File: src/rtl/core/assert_macros.svh
// ----------------------------------------------------------------------------
// assert_macros.svh
// shared concurrent assertion macros, clocked on clk_i, off while in reset
// ----------------------------------------------------------------------------
`ifndef ASSERT_MACROS_SVH
`define ASSERT_MACROS_SVH

// same-cycle implication
`define SSM_ASSERT_IMPL(name, ante, cons) \
  name: assert property (@(posedge clk_i) disable iff (!rst_ni) (ante) |-> (cons)) \
    else $error("same-cycle check failed");

// next-cycle implication
`define SSM_ASSERT_NEXT(name, ante, cons) \
  name: assert property (@(posedge clk_i) disable iff (!rst_ni) (ante) |=> (cons)) \
    else $error("next-cycle check failed");

`endif

File: src/rtl/core/ssm_pkg.sv
// ----------------------------------------------------------------------------
// ssm_pkg
// shared widths, codes and types of the stepper stall monitor
// ----------------------------------------------------------------------------
package ssm_pkg;

  // default half-pulse counter width
  localparam int PULSE_CNT_W_DEF = 24;

  // configuration port
  localparam int CFG_IDX_W  = 3;
  localparam int CFG_DATA_W = 16;
  localparam int LIMIT_W    = 8;

  // field widths
  localparam int FUNC_W = 2;
  localparam int POS_W  = 32;

  // width of |diff| + threshold + 1, always below 2^32
  localparam int SUM_W = 32;

  typedef enum logic [FUNC_W-1:0] {
    FUNC_STEP  = 2'd0,
    FUNC_CHECK = 2'd1,
    FUNC_CLEAR = 2'd2
  } func_e;

  typedef enum logic [CFG_IDX_W-1:0] {
    REG_ENC_RES   = 3'd0,
    REG_MOT_RES   = 3'd1,
    REG_THRESHOLD = 3'd2,
    REG_LIMIT     = 3'd3,
    REG_DUMMY     = 3'd4
  } reg_idx_e;

  typedef enum logic [4:0] {
    ST_IDLE  = 5'b00001,
    ST_DIFF  = 5'b00010,
    ST_SUM   = 5'b00100,
    ST_MUL   = 5'b01000,
    ST_WRITE = 5'b10000
  } state_e;

endpackage

File: src/rtl/core/stepper_stall_monitor.sv
// ----------------------------------------------------------------------------
// stepper_stall_monitor
// step generator and stall detector for one stepper axis
//
// input channel (in_valid_i/in_ready_o) takes one word: func_i and
// encoder_position_i. func 0 toggles the step level and counts a half pulse,
// func 1 checks for a stall against the encoder, func 2 clears the stall flag.
// output channel (out_valid_o/out_ready_i) gives one word per input word:
// stall_detected_o, stalled_o and step_level_o as they stand after the item.
// a step, clear or ignored word, or a check on a dummy axis, goes straight to
// the commit state. a check steps through the encoder difference, then
// |diff| + threshold + 1, then a bit-serial multiplier that shifts one bit
// of encoder and motor resolution per cycle, then the commit.
// short test: pulse_pairs*enc_res >= (|diff|+threshold+1)*mot_res, no divider
// one word is in flight at a time; a new word is taken as soon as the
// engine is idle, even while the previous result waits in the output
// register. a stalled receiver holds the finished word in the commit state.
// reset is asynchronous active low: config returns to 1,1,0,1,0 and all
// counters, flags and the step level clear. config writes (cfg_we_i) take
// effect at once. the user must issue them only while idle; no logic checks it.
// ----------------------------------------------------------------------------
`include "assert_macros.svh"

module stepper_stall_monitor #(
  parameter int PULSE_COUNT_WIDTH = ssm_pkg::PULSE_CNT_W_DEF
) (
  input  logic                           clk_i,
  input  logic                           rst_ni,
  // configuration writes
  input  logic                           cfg_we_i,
  input  logic [ssm_pkg::CFG_IDX_W-1:0]  cfg_index_i,
  input  logic [ssm_pkg::CFG_DATA_W-1:0] cfg_data_i,
  // input words
  input  logic                           in_valid_i,
  output logic                           in_ready_o,
  input  logic [ssm_pkg::FUNC_W-1:0]     func_i,
  input  logic signed [ssm_pkg::POS_W-1:0] encoder_position_i,
  // result words
  output logic                           out_valid_o,
  input  logic                           out_ready_i,
  output logic                           stall_detected_o,
  output logic                           stalled_o,
  output logic                           step_level_o
);

  import ssm_pkg::*;

  localparam int PW    = PULSE_COUNT_WIDTH;
  localparam int HW    = PW - 1;
  // widest multiplicand, pulse-pair count or the compare sum
  localparam int OpW   = (HW > SUM_W) ? HW : SUM_W;
  // signed difference of two OpW x CFG_DATA_W products
  localparam int AccW  = OpW + CFG_DATA_W + 1;
  localparam int CntW  = $clog2(CFG_DATA_W);

  // configuration registers
  logic [CFG_DATA_W-1:0] enc_res_q, mot_res_q, thr_q;
  logic [LIMIT_W-1:0]    limit_q;
  logic                  dummy_q;

  // axis state
  logic [PW-1:0]         pulses_q, pulses_d;
  logic [POS_W-1:0]      last_q, last_d;
  logic [LIMIT_W-1:0]    short_q, short_d;
  logic                  stall_q, stall_d;
  logic                  step_q, step_d;

  // engine
  state_e                state_q, state_d;
  logic [FUNC_W-1:0]     func_q;
  logic [POS_W-1:0]      pos_q;
  logic [POS_W-1:0]      diff_q;
  logic [SUM_W-1:0]      sum_q;
  logic [CFG_DATA_W-1:0] enc_sh_q, mot_sh_q;
  logic [AccW-1:0]       acc_q, acc_d;
  logic [CntW-1:0]       cnt_q;

  // output register
  logic                  out_valid_q;
  logic                  det_q, stalled_q, level_q;

  logic                  commit;
  logic                  det_d;
  logic                  is_short;
  logic                  diff_neg;
  logic [SUM_W-1:0]      sum_d;
  logic [LIMIT_W-1:0]    short_inc;

  assign in_ready_o = (state_q == ST_IDLE);
  assign commit     = (state_q == ST_WRITE) && (!out_valid_q || out_ready_i);

  // sign of the accumulator decides the short test
  assign is_short   = !acc_q[AccW-1];
  assign short_inc  = short_q + LIMIT_W'(1);

  // |diff| + threshold + 1 in one add: for negative diff, ~diff + 1 is the magnitude
  assign diff_neg   = diff_q[POS_W-1];
  assign sum_d      = (diff_neg ? ~diff_q : diff_q) + SUM_W'(thr_q)
                    + (diff_neg ? SUM_W'(2) : SUM_W'(1));

  // msb-first shift-add: acc = 2*acc + e_bit*H - m_bit*S
  assign acc_d = {acc_q[AccW-2:0], 1'b0}
               + (enc_sh_q[CFG_DATA_W-1] ? AccW'(pulses_q[PW-1:1]) : AccW'(0))
               - (mot_sh_q[CFG_DATA_W-1] ? AccW'(sum_q) : AccW'(0));

  // sequencer
  always_comb begin
    state_d = state_q;
    case (state_q)
      ST_IDLE: begin
        if (in_valid_i) begin
          if (func_i == FUNC_CHECK && !dummy_q) begin
            state_d = ST_DIFF;
          end else begin
            state_d = ST_WRITE;
          end
        end
      end
      ST_DIFF:  state_d = ST_SUM;
      ST_SUM:   state_d = ST_MUL;
      ST_MUL: begin
        if (cnt_q == CntW'(CFG_DATA_W - 1)) begin
          state_d = ST_WRITE;
        end
      end
      ST_WRITE: begin
        if (commit) begin
          state_d = ST_IDLE;
        end
      end
      default:  state_d = ST_IDLE;
    endcase
  end

  // state update at commit
  always_comb begin
    pulses_d = pulses_q;
    last_d   = last_q;
    short_d  = short_q;
    stall_d  = stall_q;
    step_d   = step_q;
    det_d    = 1'b0;
    case (func_q)
      FUNC_STEP: begin
        if (!dummy_q) begin
          if (pulses_q != '1) begin
            pulses_d = pulses_q + PW'(1);
          end
          step_d = !step_q;
        end
      end
      FUNC_CHECK: begin
        if (!dummy_q) begin
          if (is_short && short_inc >= limit_q) begin
            // stall declared: pulse count and position are kept
            short_d = '0;
            stall_d = 1'b1;
            det_d   = 1'b1;
          end else begin
            short_d  = is_short ? short_inc : '0;
            pulses_d = '0;
            last_d   = pos_q;
          end
        end
      end
      FUNC_CLEAR: begin
        stall_d = 1'b0;
        short_d = '0;
      end
      default: begin
        // unused code, state unchanged
      end
    endcase
  end

  // control and state registers
  always_ff @(posedge clk_i or negedge rst_ni) begin
    if (!rst_ni) begin
      state_q     <= ST_IDLE;
      cnt_q       <= '0;
      enc_res_q   <= CFG_DATA_W'(1);
      mot_res_q   <= CFG_DATA_W'(1);
      thr_q       <= '0;
      limit_q     <= LIMIT_W'(1);
      dummy_q     <= 1'b0;
      pulses_q    <= '0;
      last_q      <= '0;
      short_q     <= '0;
      stall_q     <= 1'b0;
      step_q      <= 1'b0;
      out_valid_q <= 1'b0;
    end else begin
      state_q <= state_d;

      if (state_q == ST_MUL) begin
        cnt_q <= cnt_q + CntW'(1);
      end

      if (cfg_we_i) begin
        case (cfg_index_i)
          REG_ENC_RES:   enc_res_q <= cfg_data_i;
          REG_MOT_RES:   mot_res_q <= cfg_data_i;
          REG_THRESHOLD: thr_q     <= cfg_data_i;
          REG_LIMIT:     limit_q   <= cfg_data_i[LIMIT_W-1:0];
          REG_DUMMY:     dummy_q   <= cfg_data_i[0];
          default: begin
            // no register at this index
          end
        endcase
      end

      if (commit) begin
        pulses_q    <= pulses_d;
        last_q      <= last_d;
        short_q     <= short_d;
        stall_q     <= stall_d;
        step_q      <= step_d;
        out_valid_q <= 1'b1;
      end else if (out_ready_i) begin
        out_valid_q <= 1'b0;
      end
    end
  end

  // datapath registers
  always_ff @(posedge clk_i) begin
    if (in_valid_i && in_ready_o) begin
      func_q <= func_i;
      pos_q  <= encoder_position_i;
    end
    if (state_q == ST_DIFF) begin
      diff_q <= pos_q - last_q;
    end
    if (state_q == ST_SUM) begin
      sum_q    <= sum_d;
      enc_sh_q <= enc_res_q;
      // zero motor resolution counts as one
      mot_sh_q <= (mot_res_q == '0) ? CFG_DATA_W'(1) : mot_res_q;
      acc_q    <= '0;
    end
    if (state_q == ST_MUL) begin
      acc_q    <= acc_d;
      enc_sh_q <= {enc_sh_q[CFG_DATA_W-2:0], 1'b0};
      mot_sh_q <= {mot_sh_q[CFG_DATA_W-2:0], 1'b0};
    end
    if (commit) begin
      det_q     <= det_d;
      stalled_q <= stall_d;
      level_q   <= step_d;
    end
  end

  assign out_valid_o      = out_valid_q;
  assign stall_detected_o = det_q;
  assign stalled_o        = stalled_q;
  assign step_level_o     = level_q;

  // a declared stall always leaves the sticky flag set
  `SSM_ASSERT_IMPL(a_det_sets_flag, out_valid_o && stall_detected_o, stalled_o)
  // declaring a stall restarts the shortfall count
  `SSM_ASSERT_NEXT(a_stall_clears_short, commit && det_d, stall_q && short_q == '0)
  // a dummy axis never moves the step output
  `SSM_ASSERT_NEXT(a_dummy_holds_step, commit && dummy_q, step_q == $past(step_q))
  // bit counter only runs inside the multiply
  `SSM_ASSERT_IMPL(a_cnt_idle, state_q != ST_MUL, cnt_q == '0)

endmodule

File: config.mk
export PLATFORM = sky130hd
export DESIGN_NAME = stepper_stall_monitor
export DESIGN_NICKNAME = d
export VERILOG_FILES = /design/src/rtl/core/ssm_pkg.sv /design/src/rtl/core/stepper_stall_monitor.sv
export VERILOG_INCLUDE_DIRS = /design/src /design/src/rtl/core
export SDC_FILE = /design/constraint.sdc
export NUM_CORES = 1
export LEC_CHECK = 0
export BUFFER_PORTS_ARGS = -buffer_cell sky130_fd_sc_hd__buf_2
export CAP_MARGIN = 20
export CORE_ASPECT_RATIO = 0.6
export CORE_MARGIN = 1
export CORE_UTILIZATION = 36
export CTS_CLUSTER_DIAMETER = 120
export CTS_CLUSTER_SIZE = 14
export DETAILED_ROUTE_END_ITERATION = 8
export GPL_TIMING_DRIVEN = 0
export PLACE_DENSITY = 0.53
export SYNTH_ARGS = -nofsm -noshare
export SYNTH_HDL_FRONTEND = slang
export SYNTH_SLANG_ARGS = --single-unit
File: constraint.sdc
create_clock -name clk_i -period 5.63 [get_ports clk_i]
set_input_delay 1.126 -clock clk_i [delete_from_list [all_inputs] [get_ports clk_i]]
set_output_delay 1.126 -clock clk_i [all_outputs]
set_load 0.02 [all_outputs]
# --- Word-level counts from Yosys, hierarchy flattened ---
# Cells that the tools add are included.
totals:
  reg_bits: 315
  in_bits: 58
  out_inout_bits: 5
  elab_cells: 118
op_classes:
  n_addsub: 8
  magnitude_cmp: 1
  n_eq_ne: 21
  n_mux: 33
  n_bitwise: 4
  reduce_logical: 26
op_table:
  columns: ["op", "n"]
  rows:
  - ["49-bit two-way mux", 2]
  - ["24-bit two-way mux", 4]
  - ["16-bit two-way mux", 5]
  - ["32-bit two-way mux", 2]
  - ["49-bit by 23-bit adder with 49-bit output", 1]
  - ["49-bit by 32-bit subtractor with 49-bit output", 1]
  - ["24-bit one-hot mux with 2 select lines", 1]
  - ["32-bit by 16-bit adder with 32-bit output", 1]
  - ["32-bit by 2-bit adder with 32-bit output", 1]
  - ["32-bit inverter", 1]
  - ["32-bit subtractor", 1]
  - ["5-bit one-hot mux with 5 select lines", 1]
  - ["24-bit by 1-bit adder with 24-bit output (second input constant)", 1]
  - ["8-bit two-way mux", 3]
  - ["24-bit inequality test (second input constant)", 1]
  - ["23-bit two-way mux", 1]
  - ["5-bit two-way mux", 4]
  - ["16-bit zero test", 1]
  - ["8-bit one-hot mux with 2 select lines", 1]
  - ["2-bit inequality test (second input constant)", 7]
  - ["2-bit AND reduction", 5]
  - ["8-bit by 1-bit adder with 8-bit output (second input constant)", 1]
  - ["8-bit >= comparator", 1]
  - ["2-bit nonzero test", 4]
  - ["other kinds (25)", 42]

# --- Logic depth before layout (Yosys ltp) ---
depth:
  ltp_word: 6
  mapped_depth: 15
  depth_no_buf: 14

# --- Worst setup path after synthesis ---
# No wires, ideal clock.
synth_timing:
  path_kind: "flip-flop to flip-flop"
  start: "register state_q[3]"
  end: "register diff_q[0] (enable)"
  setup_ps: 506
  t_arrival_ps: 3794
  required_time_ps: 5125
  path_slack_ps: 1330
  stages_incl_launch_ff: 3
  path_buffers: 0
  period_less_slack_ps: 4300
  cell_sequence: "dfrtp_1 nor2_1 nor4bb_1"
synth_between:
  elab_chain_len: 1
synth_lines:
  columns: ["item", "line", "source"]
  rows:
  - ["start, declared", "stepper_stall_monitor.sv:69", "state_e state_q, state_d;"]
  - ["start signal, assigned", "stepper_stall_monitor.sv:193", "state_q <= state_d;"]
  - ["5-bit by 2-bit == test with 1-bit output", "stepper_stall_monitor.sv:231", "if (state_q == ST_DIFF) begin"]
  - ["end signal, assigned", "stepper_stall_monitor.sv:232", "diff_q <= pos_q - last_q;"]
  - ["end, declared", "stepper_stall_monitor.sv:72", "logic [POS_W-1:0] diff_q;"]
# Every way passes these cells.
# A chain may end at the register's enable or synchronous reset.

# --- Worst setup path after layout ---
layout_timing:
  start: "register diff_q[31]"
  end: "register sum_q[30], data pin"
layout_between:
  elab_chain_len: 3
  word_cells_on_any_way: 4
  classes_between: "add/sub (2); mux (2)"
layout_lines:
  columns: ["item", "line", "source"]
  rows:
  - ["32-bit two-way mux", "stepper_stall_monitor.sv:98", "assign sum_d = (diff_neg ? ~diff_q : diff_q) + SUM_W'(thr_q)"]
  - ["32-bit by 16-bit adder with 32-bit output", "stepper_stall_monitor.sv:98", null]
  - ["32-bit by 2-bit adder with 32-bit output *", "stepper_stall_monitor.sv:99", "+ (diff_neg ? SUM_W'(2) : SUM_W'(1));"]
  - ["via sum_d[30]", "stepper_stall_monitor.sv:86", "logic [SUM_W-1:0] sum_d;"]
  - ["end signal, assigned", "stepper_stall_monitor.sv:235", "sum_q <= sum_d;"]
  - ["end, declared", "stepper_stall_monitor.sv:73", "logic [SUM_W-1:0] sum_q;"]
# The timed path passes the listed nets; every way through them passes the cells marked *.

==> out/metrics.yaml <==
clk_latency_ns: 0.58
numPortBuffers: 62
place_hpwl_um: 33000
min_period_ns: 4.86
die_w_um: 298
critPathKind: "reg -> reg"
tritoncts: "done"
numCtsBuffers: 26
ys_types: 84
wl_um: 43400
critPathTopFamily: "buffers and inverters"
initial_utilization: 0.367
tightestPinTransition_ns: 0.931
wl_per_cell_um: 16.4
dieArea_um2: 53300
numClockSinks: 315
cellPowerDensity_nw_per_um2: 331
start_kind: "register"
clock-skew-final_ns: 0.0205
setup_violations: 0
p_leak_nw: 8.71
grt_overflow: 0
path_clk_slew_ns: 0.07
synth_simple_gate_area_share: 0.129
grtUsageTotal: 0.166
cp_cell_sequence: "clkbuf_1, buf_1, clkbuf_1, xor2_1, ha_1, ha_1, a211oi_1, o211ai_2, nand3_1, a31oi_1, nor2_1, or3_1, nor2_1, o2bb2a_1, xor2_1"
crit_fanout: 10
reg2regPathDepth: 15
synth_fa_ha_area_frac: 0.114
grt_pass1_wl_um: 71200
synth_area_um2: 18900
fillers: 4993
period_share: 0.862
synth-xor-area-share: 0.0604
rsz0062_at_grt: "false"
slew-limit-headroom: 0.380
yosysSeqAreaShare: 0.465
cap_violations: 0
synth-compound-area-share: 0.149
power.net_switching_mw: 2.26
pwr-share-comb: 0.307
seqPwrFrac: 0.440
synth_top_family_by_area: "compound AO/OA/AOI/OAI gates"
diodes: 0
ys_warn_count: 0
pin_count: 63
fmax_ghz: 0.206
required_ns: 5.96
syn_avg_cell_area_um2: 10.2
cp.arrival_ns: 5.18
ys_ff_latch: 315
grt_max_degree: 89
yosys_most_used_dff: "edfxtp_1"
drive_gt1_frac: 0.0965
via_per_inst: 5.08
status: "completed"
area_growth_pct: 11.0
cts_buffer_depth: 3
r2r_end: "sum_q[30]"
worst-path-stages: 15
gp_congestion: 0.902
irDropWorstVdd_v: 0.000243
root_buffer: "clkbuf_16"
dr_total_vias: 13500
critPathCaptureType: "register"
drc: 0
cts_max_level: 1
p_int_mw: 4.68
coreArea_um2: 51300
cts_hold_buf: 0
synthMuxAreaShare: 0.0385
hold_path.class: "reg -> reg"
postSynthCellCount: 1842
r2r_setup_slack_ns: 0.77
ctsResizeCount: 0
drtPass1Iterations: 5
synth_nets: 2057
slew_viol_final: 0
swShare: 0.326
slowest_stage: "clkbuf_1"
async_flop_share: 0.422
grt_pass1_vias: 12900
holdWs_ns: 0.473
drtIter0Drc: 1091
cts_setup_buffers: 0
hold_viol_final: 0
critPathBufInv: 3
max_stage_delay_ns: 0.57
layout.nets: 2153
die_h_um: 179
startpoint: "diff_q[31]"
power_mw: 6.94
r2r-start: "diff_q[31]"
antenna_found_initial: 0
ant_nets: 0
num_rows: 64
synth-edff-count: 180
p_clk_frac: 0.253
worstSetupEndpoint: "sum_q[30]"
## sequential cells by signal, summed over array words and instances, names as in the netlist, 2 cells and up
register,cells
last_q,32
diff_q,32
enc_sh_q,16
pulses_q,24
sum_q,32
enc_res_q,16
limit_q,8
pos_q,32
func_q,2
cnt_q,4
thr_q,16
mot_res_q,16
state_q,5
acc_q,49
short_q,8
mot_sh_q,16
## Yosys cell counts (4+ instances only)
master,count,area (um2)
nand2_1,184,691
edfxtp_1,180,5410
inv_1,153,574
nor2_1,139,522
ha_1,132,1650
dfrtp_1,129,3230
o21ai_0,121,606
a21oi_1,108,541
xnor2_1,77,674
mux2_2,60,676
xor2_1,53,464
clkbuf_1,50,188
nor3_1,41,205
a21o_1,38,285
and2_1,35,219
nand3_1,34,170
a22o_1,30,263
fa_1,25,500
nand4_1,21,131
nand2b_1,17,106
o21a_1,17,128
a31oi_1,15,93.8
a211oi_1,14,105
and3_1,12,75.1
nor2b_1,10,62.6
o21ai_1,10,50.1
o21bai_1,10,75.1
o211ai_1,8,60.1
o22ai_1,7,43.8
o31a_1,7,61.3
buf_1,5,18.8
mux2i_1,5,50.1
or3_1,5,31.3
a2111oi_0,4,35.0
buf_2,4,20.0
dfstp_2,4,105
nor3b_1,4,30.0
nor4_1,4,25.0
o31ai_1,4,30.0
## through the flow
step | utilization | worst slack [ns] | TNS, ns | cells | instance area (um2)
after floorplan | - | 1.33 | 0 | 1842 | 18900
after global placement | 0.390 | -0.449 | -15.16 | 2597 | 20000
after detailed placement | 0.393 | 0.761 | 0 | 2603 | 20200
after CTS | 0.408 | 0.739 | 0 | 2651 | 20900
after global routing | 0.408 | 0.416 | 0 | 2651 | 20900
final | 0.408 | 0.774 | 0 | 2651 | 20900
## final cells by class
type / instances / area, um2 / area share
Buffer: 61 / 243 / 0.0116
Tap cell: 693 / 867 / 0.0414
Clock inverter: 2 / 38.8 / 0.00185
Sequential cell: 315 / 8780 / 0.419
Clock buffer: 46 / 726 / 0.0346
Timing Repair Buffer: 68 / 423 / 0.0202
Multi-Input combinational cell: 1313 / 9300 / 0.444
Inverter: 153 / 574 / 0.0274
## metal layers
metal,up-vias,global-route usage,routed length (um)
li1,6715,-,-
met2,279,0.225,16000
met5,-,0,0
met4,0,0.0228,498
met3,29,0.0224,2050
met1,6456,0.275,24900
## kinds of logic (layout without fill, tap and decap cells)
group,Yosys count,in the layout
adder cells (fa/ha/maj),157,157
XOR/XNOR,130,130
AND/OR/NAND/NOR,526,526
flip-flops,315,315
AO/OA/AOI/OAI,435,435
multiplexers,65,65
buffers and inverters,214,330
## power groups by stage
stage | registers [mW] | logic, mW | clock network [mW]
final | 3.05 | 2.13 | 1.75
after floorplan | 3.05 | 1.63 | 0
after CTS | 3.06 | 2.14 | 1.81
after global placement | 3.10 | 2.06 | 0
after global routing | 3.09 | 2.41 | 1.90
after detailed placement | 3.10 | 2.12 | 0
## worst min-delay path by stage
stage / from / endpoint / cells past startpoint
6_report: cnt_q[3] / cnt_q[3] / 1
5_1_grt: cnt_q[3] / cnt_q[3] / 1
4_1_cts: cnt_q[3] / cnt_q[3] / 1
3_5_place_dp: cnt_q[3] / cnt_q[3] / 1
3_3_place_gp: cnt_q[3] / cnt_q[3] / 1
2_1_floorplan: cnt_q[3] / cnt_q[3] / 1
## placed cells by master, fill, tap and decap left out, types with 5 or more instances in the layout
cell type	count
a21o_1	38
nor2b_1	10
a211oi_1	14
nand4_1	21
nor2_1	138
or3_1	5
o21ai_0	121
o21ai_1	10
fa_1	25
nand2b_1	16
and2_1	34
a31oi_1	15
xnor2_1	77
o21bai_1	10
dfrtp_1	129
o21a_1	17
nor3_1	41
o22ai_1	7
inv_1	153
o211ai_1	8
o31a_1	7
a22o_1	30
mux2_2	60
clkbuf_16	26
clkbuf_1	70
nand2_1	184
a21oi_1	108
nand3_1	34
xor2_1	53
edfxtp_1	180
and3_1	12
ha_1	132
mux2i_1	5
buf_2	67
Note: power is estimated with default switching activity, not from simulation.
